## src/sv/glzw_pkg.sv

```systemverilog
// Shared types and constants for the GIF LZW encoder.
package glzw_pkg;

  // Largest code width the design supports and the default table depth.
  localparam int MaxCodeBitsDef = 12;
  localparam int DictEntriesDef = 4096;

  // Bounds of the minimum code size register.
  localparam logic [3:0] MinCodeLo    = 4'd2;
  localparam logic [3:0] MinCodeHi    = 4'd8;
  localparam logic [3:0] MinCodeReset = 4'd8;

  // Code field width of a packer command, wide enough for any legal code.
  localparam int CodeW = 12;

  // One request to the bit packer.
  typedef struct packed {
    logic             emit;   // append a code to the bit stream
    logic             flush;  // pad to a byte after this code; last byte ends the frame
    logic [CodeW-1:0] code;
    logic [3:0]       width;
  } glzw_cmd_t;

endpackage

```

## src/sv/glzw_packer.sv

```systemverilog
// Bit packer: appends codes LSB first and drains whole bytes to the output register.
module glzw_packer
  import glzw_pkg::*;
#(
  parameter int MAX_CODE_BITS = MaxCodeBitsDef
) (
  input  logic       clk,
  input  logic       rst_n,
  input  glzw_cmd_t  cmd,
  output logic       idle,
  output logic       out_valid,
  input  logic       out_ready,
  output logic [7:0] out_byte,
  output logic       out_last_byte
);

  localparam int PW = 8 * ((MAX_CODE_BITS + 14) / 8);
  localparam int CW = $clog2(PW + 1);

  logic [PW-1:0] acc_r, acc_nxt;
  logic [CW-1:0] cnt_r, cnt_nxt;
  logic          phase_r, phase_nxt;
  logic          ov_r, ov_nxt;
  logic [7:0]    ob_r, ob_nxt;
  logic          ol_r, ol_nxt;
  logic          load;
  logic [CodeW:0] mask;
  logic [CW-1:0] sum;

  assign load = (cnt_r >= CW'(8)) && (!ov_r || out_ready);
  assign idle = (cnt_r < CW'(8));

  // Append a code, or move one finished byte to the output register.
  always_comb begin
    acc_nxt   = acc_r;
    cnt_nxt   = cnt_r;
    phase_nxt = phase_r;
    ov_nxt    = ov_r;
    ob_nxt    = ob_r;
    ol_nxt    = ol_r;
    mask      = ((CodeW+1)'(1) << cmd.width) - (CodeW+1)'(1);
    sum       = cnt_r + CW'(cmd.width);
    if (ov_r && out_ready) begin
      ov_nxt = 1'b0;
    end
    if (cmd.emit) begin
      acc_nxt = acc_r | (PW'(cmd.code & mask[CodeW-1:0]) << cnt_r);
      if (cmd.flush) begin
        cnt_nxt   = (sum + CW'(7)) & ~CW'(7);
        phase_nxt = 1'b1;
      end else begin
        cnt_nxt = sum;
      end
    end else if (load) begin
      ov_nxt  = 1'b1;
      ob_nxt  = acc_r[7:0];
      ol_nxt  = phase_r && (cnt_r == CW'(8));
      acc_nxt = acc_r >> 8;
      cnt_nxt = cnt_r - CW'(8);
      if (cnt_r == CW'(8)) begin
        phase_nxt = 1'b0;
      end
    end
  end

  // State registers.
  always_ff @(posedge clk) begin
    if (!rst_n) begin
      acc_r   <= '0;
      cnt_r   <= '0;
      phase_r <= 1'b0;
      ov_r    <= 1'b0;
    end else begin
      acc_r   <= acc_nxt;
      cnt_r   <= cnt_nxt;
      phase_r <= phase_nxt;
      ov_r    <= ov_nxt;
    end
  end

  // Output payload.
  always_ff @(posedge clk) begin
    ob_r <= ob_nxt;
    ol_r <= ol_nxt;
  end

  assign out_valid     = ov_r;
  assign out_byte      = ob_r;
  assign out_last_byte = ol_r;

endmodule

```

## config.mk

```make
export PLATFORM = sky130hd
export DESIGN_NAME = glzw_packer
export DESIGN_NICKNAME = d
export VERILOG_FILES = /design/src/sv/glzw_pkg.sv /design/src/sv/glzw_packer.sv
export SDC_FILE = /design/constraint.sdc
export NUM_CORES = 1
export LEC_CHECK = 0
export BUFFER_PORTS_ARGS = -buffer_cell sky130_fd_sc_hd__buf_2
export CAP_MARGIN = 5
export CORE_MARGIN = 4
export CORE_UTILIZATION = 64
export CTS_CLUSTER_SIZE = 24
export DETAILED_ROUTE_END_ITERATION = 10
export PLACE_DENSITY = 0.94
export SETUP_SLACK_MARGIN = 0.2
export SYNTH_ARGS = -nofsm -noshare
export SYNTH_HDL_FRONTEND = slang
export SYNTH_SLANG_ARGS = --single-unit
export TNS_END_PERCENT = 100
```

## constraint.sdc

```tcl
create_clock -name clk -period 6.8 [get_ports clk]
set_input_delay 0.34 -clock clk [delete_from_list [all_inputs] [get_ports clk]]
set_output_delay 0.34 -clock clk [all_outputs]
set_load 0.05 [all_outputs]
```

## Word-level counts from Yosys, hierarchy flattened

Index checks and enable logic that the tools add are counted.

| storage, ports and cells | value |
|---|---|
| word-level logic and storage cells | 40 |
| output and inout port bits | 11 |
| bits in registers | 40 |

| operators by class | value |
|---|---|
| bitwise logic cells | 3 |
| $add $sub $neg | 4 |
| reduce and logical (&&, ||, !) cells | 9 |
| shift-type cells | 2 |
| multiplexer cells | 12 |
| eq/ne operators | 2 |
| magnitude comparators | 2 |

Operator list:

| cell | number |
|---|---|
| $mux W24 | 2 |
| $or A24 B24 Y24 | 1 |
| $shl A12 B5 Y24 | 1 |
| $mux W5 | 3 |
| $and A12 B12 Y12 | 1 |
| $shl A1 B4 Y12 const A | 1 |
| $sub A12 B2 Y12 const B | 1 |
| $mux W1 | 7 |
| $add A5 B3 Y5 const B | 1 |
| $add A5 B4 Y5 | 1 |
| $eq A5 B4 Y1 const B | 1 |
| $ge A5 B4 Y1 const B | 1 |
| $lt A5 B4 Y1 const B | 1 |
| $sub A5 B4 Y5 const B | 1 |
| $reduce_bool A2 Y1 | 2 |
| $logic_and A1 B1 Y1 | 3 |
| $reduce_and A3 Y1 | 1 |
| $ne A2 B2 Y1 const B | 1 |
| $reduce_and A2 Y1 | 1 |
| $logic_not A1 Y1 | 1 |
| $logic_or A1 B1 Y1 | 1 |
| $not A1 Y1 | 1 |

## Logic depth before layout (Yosys ltp)

Gate-level depths: netlist of the first run.

| logic depth | value |
|---|---|
| depth after elaboration | 6 |
| gate-level depth with buffers | 11 |
| gate-level depth less buffers | 9 |

## Least setup slack after synthesis of the first run

Ideal clock, no wire load.

| timing | value |
|---|---|
| path type | input-to-reg |
| from | input cmd[0] in the netlist's numbering |
| to | register acc_r[14] |
| path buffers | 1 |
| arrival | 2.526 ns |
| required time | 6.714 ns |
| setup slack | 4.188 ns |
| stages on the path | 9 |
| path through | buf_6 -> or4_4 -> ha_1 -> or3_4 -> a2111o_1 -> nand3_1 -> o2111a_1 -> o31ai_1 -> a221oi_2 |

| on the way | value |
|---|---|
| longest elaborated chain between the ends | 6 |

RTL lines:

| element | RTL line | RTL |
|---|---|---|
| start, declared | glzw_packer.sv:9 | `input glzw_cmd_t cmd,` |
| $shl A1 B4 Y12 | glzw_packer.sv:41 | `mask = ((CodeW+1)'(1) << cmd.width) - (CodeW+1)'(1);` |
| $sub A12 B2 Y12 | glzw_packer.sv:41 |  |
| $and A12 B12 Y12 | glzw_packer.sv:47 | `acc_nxt = acc_r \| (PW'(cmd.code & mask[CodeW-1:0]) << cnt_r);` |
| $shl A12 B5 Y24 | glzw_packer.sv:47 |  |
| $or A24 B24 Y24 | glzw_packer.sv:47 |  |
| $mux W24 | glzw_packer.sv:46 | `if (cmd.emit) begin` |
| end signal, assigned | glzw_packer.sv:74 | `acc_r <= acc_nxt;` |
| end, declared | glzw_packer.sv:20 | `logic [PW-1:0] acc_r, acc_nxt;` |

Every way passes these cells.
A chain may end at the register's enable or synchronous reset.

## Worst setup path in the final report of the first run

| timing | value |
|---|---|
| from | register cnt_r[3] |
| to | register acc_r[22] |

| on the way | value |
|---|---|
| longest elaborated chain between the ends | 3 |
| elaborated cells between the ends (all ways) | 6 |
| classes of those cells | 1 x order compare; 1 x shift; 1 x mux; 1 x bitwise; 2 x reduce/logical |

RTL lines:

| element | RTL line | RTL |
|---|---|---|
| start, declared | glzw_packer.sv:21 | `logic [CW-1:0] cnt_r, cnt_nxt;` |
| start signal, assigned | glzw_packer.sv:75 | `cnt_r <= cnt_nxt;` |
| $shl A12 B5 Y24 / $ge A5 B4 Y1 (equally long branches) | glzw_packer.sv:47, glzw_packer.sv:30 |  |
| $or A24 B24 Y24 / $logic_and A1 B1 Y1 (equally long branches) | glzw_packer.sv:47, glzw_packer.sv:30 |  |
| $mux W24 / $reduce_bool A2 Y1 (equally long branches) | - |  |

Several ways; a longest one is shown, not always the timed one.

==> metrics.md, run 1 <==
| Metric | Value |
|---|---|
| Status | finished clean |
| Final TNS setup | 0 ns |
| Normalized max-slew margin | 0.3069 |
| Skew final | 0.007645 ns |
| Netlist Area Pre-Place | 3098 um^2 |
| Worst IR Drop VDD | 0.0002034 V |
| Worst-Margin Slew | 1.038 ns |
| Synthesized flop and latch total | 40 |
| DR DRC count | 0 |
| Power Dens Cells | 250.8 nW/um^2 |
| Number of flops mapped to enable cells by yosys | 9 |
| I/O Buffers | 31 |
| CP arrival | 4.14 ns |
| Leakage | 0.001184 uW |
| CTS Buf Count | 5 |
| Core Area | 4692 um^2 |
| First-pass GRT wire length | 13,950 um |
| Routed Antenna Nets | 0 |
| CTS Buffer Depth | 2 |
| Worst reg-to-reg setup slack | 2.84 ns |
| Total congestion overflow | 0 |
| Seq/Total Area, Yosys | 0.2876 |
| Clk slew on worst S/H paths | 0.08 ns |
| DRT iter0 DRCs | 489 |
| RSZ-0062 raised after global routing | false |
| Vias | 3,080 |
| Worst hold path depth | 3 |
| Main synth FF type | dfxtp_1 |
| Mean Syn Cell Area | 8.283 um^2 |
| WHS | 0.3783 ns |
| Share of flip-flops with an asynchronous set or reset | 0 |
| Synthesis Warnings | 0 |
| Global Route Usage Sum | 0.2862 |
| Post-DR vias/cell | 7.016 |
| Total power draw | 805.4 uW |
| Chip width | 77.58 um |
| Count leader, synth | nand2_1 |
| Initial Util | 0.6603 |
| Top post-synthesis cells by count | 49 x nand2_1, 34 x nor2_1, 31 x dfxtp_1 |
| HPWL Detailed | 5913 um |
| Worst r2r src | cnt_r[3]$_SDFFE_PN0P_ |
| FMAX | 0.2528 GHz |
| Tmin final | 3.956 ns |
| Reg2reg path depth | 7 |
| CTS sink count | 40 |
| Non-Filler Instances | 439 |
| Share of cells above drive strength 1 | 0.1584 |
| Clock latency at the later pin of the worst-skew pair | 0.30 ns |
| Post-synth top area cell | dfxtp_1 |
| Pin count of the biggest net entering global routing | 32 |
| Placer congestion estimate | 0.9804 |
| Clock root cell | clkbuf_8 |
| Drt total wl | 8368 um |
| Area contributors post-synth | dfxtp_1 20%, edfxtp_1 8.7%, nand2_1 5.9%, nor2_1 4.1%, buf_6 3.6% |
| Crit-path max FO | 21 |
| Final setup viols | 0 |
| Max_cap viols | 0 |
| Setup bufs post-CTS | 0 |
| Fillcell total | 393 |
| Cts repair resizes | 0 |
| Syn nets | 403 |
| Fin nets | 413 |
| Post-DP Area | 3104 um^2 |
| CTS tree | built |
| Reg-to-reg endpoint | acc_r[22]$_SDFFE_PN0P_ |
| Worst setup EP type | flop |
| Post-synth top area share | 0.2003 |
| Die span in y | 77.58 um |
| First drt pass iteration count | 5 |
| Antenna violations before repair | 0 |
| Post-CTS Hold Buffers | 0 |
| Design area | 3212 um^2 |
| Vias in the first global route | 2,928 |
| # diodes | 0 |
| I/O pins | 32 |
| WS Path Type | reg2reg |
| WL/cell | 19.06 um |
| H-Tree Depth | 2 |
| Die area | 6018 um^2 |
| Worst Hold Launch | rst_n |
| Worst Hold Class | in2reg |
| Crit start category | flop |
| Slew Viols, Final | 0 |
| Post-Syn Instances | 374 |
| WHS Endpoint | acc_r[23]$_SDFFE_PN0P_ |
| Period Utilization, post-route | 0.5818 |
| Post-synth cell types | 76 |
| Dpl cells | 431 |
| P&R area growth vs syn | 3.675% |
| Hold Vio Cnt, Final | 0 |
| Row Count | 25 |
| Worst EP required | 6.99 ns |
-- worst max-delay path, stage by stage (launching register included) --
cell and delay, ns:
dfxtp_1 0.74, clkinv_1 0.48, ha_1 0.36, nor2_2 0.47, nand2_1 0.44, inv_1 0.69
nor2_1 0.25, a221o_1 0.39
-- layer usage --
layer,track usage,up-vias,part of all wire
li1,-,1438,-
met1,0.3505,1454,0.41
met3,0.07077,23,0.076
met5,0,-,0
met4,0.1281,0,0.029
met2,0.4741,165,0.48
-- logic make-up after synthesis --
kind of cell,Yosys count,share of synthesized area
adders and majority gates,8,0.03473
and+or+nand+nor,145,0.2298
muxes,10,0.03554
AOI/OAI and AO/OA,125,0.3086
xor gates and xnor gates,6,0.01696
DFF,40,0.2876
buffers and inverters,40,0.08683
-- layout by cell type (no fill, tap or decap), types with 5 or more instances in the layout --
| master | n |
|---|---|
| a211oi_1 | 9 |
| nand3_1 | 14 |
| o211ai_1 | 7 |
| inv_1 | 8 |
| dfxtp_1 | 31 |
| clkbuf_8 | 5 |
| buf_2 | 31 |
| nor2_1 | 34 |
| a21oi_1 | 22 |
| o21ai_0 | 14 |
| mux2i_1 | 5 |
| nand2_1 | 49 |
| a31oi_1 | 11 |
| edfxtp_1 | 9 |
| a221oi_1 | 6 |
| nor3_1 | 13 |
| ha_1 | 7 |
-- state kept, by name, summed over array words and instances, names as in the netlist --
name / flops
out_last_byte: 1
cnt_r: 5
acc_r: 24
out_valid: 1
phase_r: 1
out_byte: 8
-- cell type report --
cell class                 count  area [um^2]  share of cell area
clock inverter                 2        35.03             0.01091
multi-input combinational    294         1938              0.6034
inverter                      10        37.54             0.01169
sequential                    40        890.9              0.2774
tap                           54        67.56             0.02104
timing repair buffer          33        170.2             0.05298
clock buffer                   6        72.57             0.02259
-- stage by stage --
step                      worst slack [ns]    util
final                                2.844  0.6845
after detailed placement             3.008  0.6616
after global routing                 2.598  0.6845
after CTS                            2.985  0.6845
after global placement               3.176  0.6616
after floorplan                      4.188       -
-- worst max path at each step --
stage,start,endpoint,slack (ns)
after floorplan,cmd[0],acc_r[14]$_SDFFE_PN0P_,4.19
after global placement,cnt_r[3]$_SDFFE_PN0P_,acc_r[22]$_SDFFE_PN0P_,3.18
after detailed placement,cnt_r[3]$_SDFFE_PN0P_,acc_r[22]$_SDFFE_PN0P_,3.01
after CTS,cnt_r[3]$_SDFFE_PN0P_,acc_r[22]$_SDFFE_PN0P_,2.98
after global routing,cnt_r[3]$_SDFFE_PN0P_,acc_r[17]$_SDFFE_PN0P_,2.60
final,cnt_r[3]$_SDFFE_PN0P_,acc_r[22]$_SDFFE_PN0P_,2.84
-- power breakdown --
group	leakage, uW	internal [uW]	total, uW	switching (uW)
clock	0.0000552	109	192	83.2
sequential	0.000340	279	312	33.1
combinational	0.000789	98.2	301	203
total	0.00118	486	805	319
No activity file was read; power rests on OpenSTA's default activity.
==> run 2: changes to the inputs <==
- CORE_UTILIZATION: 64 -> 60
- PLACE_DENSITY: 0.94 -> 0.89
- clock period: 6.8 -> 3.8 ns (I/O delays scaled with it)
==> metrics.md, run 2 (synthesis gave the netlist of run 1 again) <==
| Metric | Value |
|---|---|
| DR DRC count | 0 (unchanged) |
| Chip width | 79.86 um (+2.9%) |
| Crit-path max FO | 17 (-19%) |
| Share of cells above drive strength 1 | 0.1781 (+0.01968) |
| Non-Filler Instances | 460 (+4.8%) |
| Worst setup EP type | flop |
| Worst Hold Launch | out_ready |
| Clock root cell | clkbuf_8 |
| WS Path Type | reg2reg |
| Slew Viols, Final | 0 (unchanged) |
| I/O pins | 32 (unchanged) |
| WL/cell | 19.13 um (+0.34%) |
| Drt total wl | 8798 um (+5.1%) |
| DRT iter0 DRCs | 381 (-22%) |
| First-pass GRT wire length | 14,460 um (+3.6%) |
| H-Tree Depth | 2 (unchanged) |
| Clock latency at the later pin of the worst-skew pair | 0.30 ns (about the same) |
| Commonest non-fill, non-tap cell in the layout | nand2_1 |
| Post-CTS Hold Buffers | 0 (unchanged) |
| Skew final | 0.005771 ns (-0.001875 ns) |
| Leading cell types in the layout, fill and taps excluded | 49 x nand2_1, 34 x nor2_1, 31 x dfxtp_1, 31 x buf_2, 22 x a21oi_1 |
| First drt pass iteration count | 5 (unchanged) |
| Reg2reg path depth | 9 (+2) |
| Setup bufs post-CTS | 0 (unchanged) |
| Die span in y | 79.86 um (+2.9%) |
| Initial Util | 0.6390 (-0.02130) |
| Crit. Startpoint | cnt_r[4]$_SDFFE_PN0P_ |
| Antenna violations before repair | 0 (unchanged) |
| Final TNS setup | 0 ns (unchanged) |
| CTS Buf Count | 5 (unchanged) |
| Footprint of the multi-input gates | 1938 um^2 (unchanged) |
| Worst EP required | 4.00 ns (-2.99 ns) |
| Worst IR Drop VDD | 0.0003973 V (+95%) |
| Vias | 3,170 (+2.9%) |
| Row Count | 25 (unchanged) |
| Worst-Margin Slew | 0.8223 ns (-0.2160 ns) |
| Worst Hold Class | in2reg |
| Biggest register | acc_r |
| Cts repair resizes | 0 (unchanged) |
| Normalized max-slew margin | 0.4512 (+0.1444) |
| Critical-path cell list | inv_1, ha_1, nor2_2, buf_4, nand2_1, inv_1, buf_4, a221oi_1, a221oi_1 |
| CTS tree | built |
| Tmin final | 2.656 ns (-1.300 ns) |
| HPWL Detailed | 6276 um (+6.1%) |
| Core Area | 4848 um^2 (+3.3%) |
| Fin nets | 421 (+1.9%) |
| Vias in the first global route | 3,001 (+2.5%) |
| Max FFs per register | 24 (unchanged) |
| CTS Buffer Depth | 2 (unchanged) |
| Worst path slowest cell | dfxtp_1 |
| # diodes | 0 (unchanged) |
| Global Route Usage Sum | 0.2882 (+0.001911) |
| Critical Path Max Stage Delay | 0.72 ns (-0.02 ns) |
| Crit start category | flop |
| Total congestion overflow | 0 (unchanged) |
| Worst hold path depth | 4 (+1) |
| P&R area growth vs syn | 7.795% |
| CP arrival | 2.85 ns (-1.29 ns) |
| Worst reg-to-reg setup slack | 1.14 ns (-1.70 ns) |
| Register area | 890.9 um^2 (unchanged) |
| CTS sink count | 40 (unchanged) |
| FMAX | 0.3765 GHz (+49%) |
| Power Dens Cells | 483.6 nW/um^2 (+93%) |
| Status | finished clean |
| Pin count of the biggest net entering global routing | 27 (-16%) |
| Max_cap viols | 0 (unchanged) |
| Final setup viols | 0 (unchanged) |
| I/O Buffers | 31 (unchanged) |
| Period Utilization, post-route | 0.6989 (+0.1172) |
| Clk slew on worst S/H paths | 0.08 ns (about the same) |
| Dpl cells | 452 (+4.9%) |
| Worst r2r src | cnt_r[4]$_SDFFE_PN0P_ |
| Leakage | 0.001246 uW (+5.2%) |
| Placer congestion estimate | 0.9832 (+0.29%) |
| Fillcell total | 415 (+5.6%) |
| Die area | 6377 um^2 (+6.0%) |
| RSZ-0062 raised after global routing | false |
| Reg-to-reg endpoint | acc_r[9]$_SDFFE_PN0P_ |
| Hold Vio Cnt, Final | 0 (unchanged) |
| Post-DR vias/cell | 6.891 (-1.8%) |
| Setup crit end | acc_r[9]$_SDFFE_PN0P_ |
| Routed Antenna Nets | 0 (unchanged) |
run 2: metal layers:
layer	part of all wire	global-route usage	vias to the layer above
met4	0.022	0.1115	0
met1	0.42	0.3780	1512
met5	0	0	-
met3	0.083	0.05418	26
met2	0.47	0.4674	179
li1	-	-	1453
run 2: worst min-delay path by stage:
stage and endpoint:
2_1_floorplan phase_r$_SDFFE_PN0P_, 3_3_place_gp out_byte[7]$_DFFE_PP_, 3_5_place_dp out_byte[5]$_DFFE_PP_, 4_1_cts acc_r[23]$_SDFFE_PN0P_
5_1_grt acc_r[23]$_SDFFE_PN0P_, 6_report out_valid$_SDFF_PN0_
run 2: power breakdown:
| group | switching (uW) | internal (uW) | total (uW) |
|---|---|---|---|
| Combinational | 374 | 193 | 566 |
| Clock | 161 | 329 | 490 |
| Sequential | 60.1 | 499 | 559 |
| Total | 595 | 1020 | 1620 |
run 2: per-stage QoR:
stage	hold WS (ns)	setup slack, ns	power, uW	util	cell area (um^2)
6_report	0.2029	1.144	1615	0.6888	3339
5_1_grt	0.2181	0.9343	1687	0.6888	3339
4_1_cts	0.2083	1.154	1603	0.6888	3339
3_3_place_gp	0.4108	1.015	1110	0.6560	3181
2_1_floorplan	0.3348	1.280	983.3	-	3098
3_5_place_dp	0.4223	0.9058	1121	0.6560	3181
run 2: critical path: cells and delay by family, from the launching register on:
family,cells,cell delay [ns]
and+or+nand+nor,2,0.19
adders and majority gates,1,0.28
DFF,1,0.72
buffers and inverters,4,0.98
AOI/OAI and AO/OA,2,0.39
run 2: layout make-up:
type	instances	share of cell area
Timing Repair Buffer	41	0.06894
Clock buffer	5	0.02061
Sequential cell	40	0.2668
Multi-Input combinational cell	294	0.5804
Clock inverter	3	0.02698
Tap cell	67	0.02510
Inverter	10	0.01124
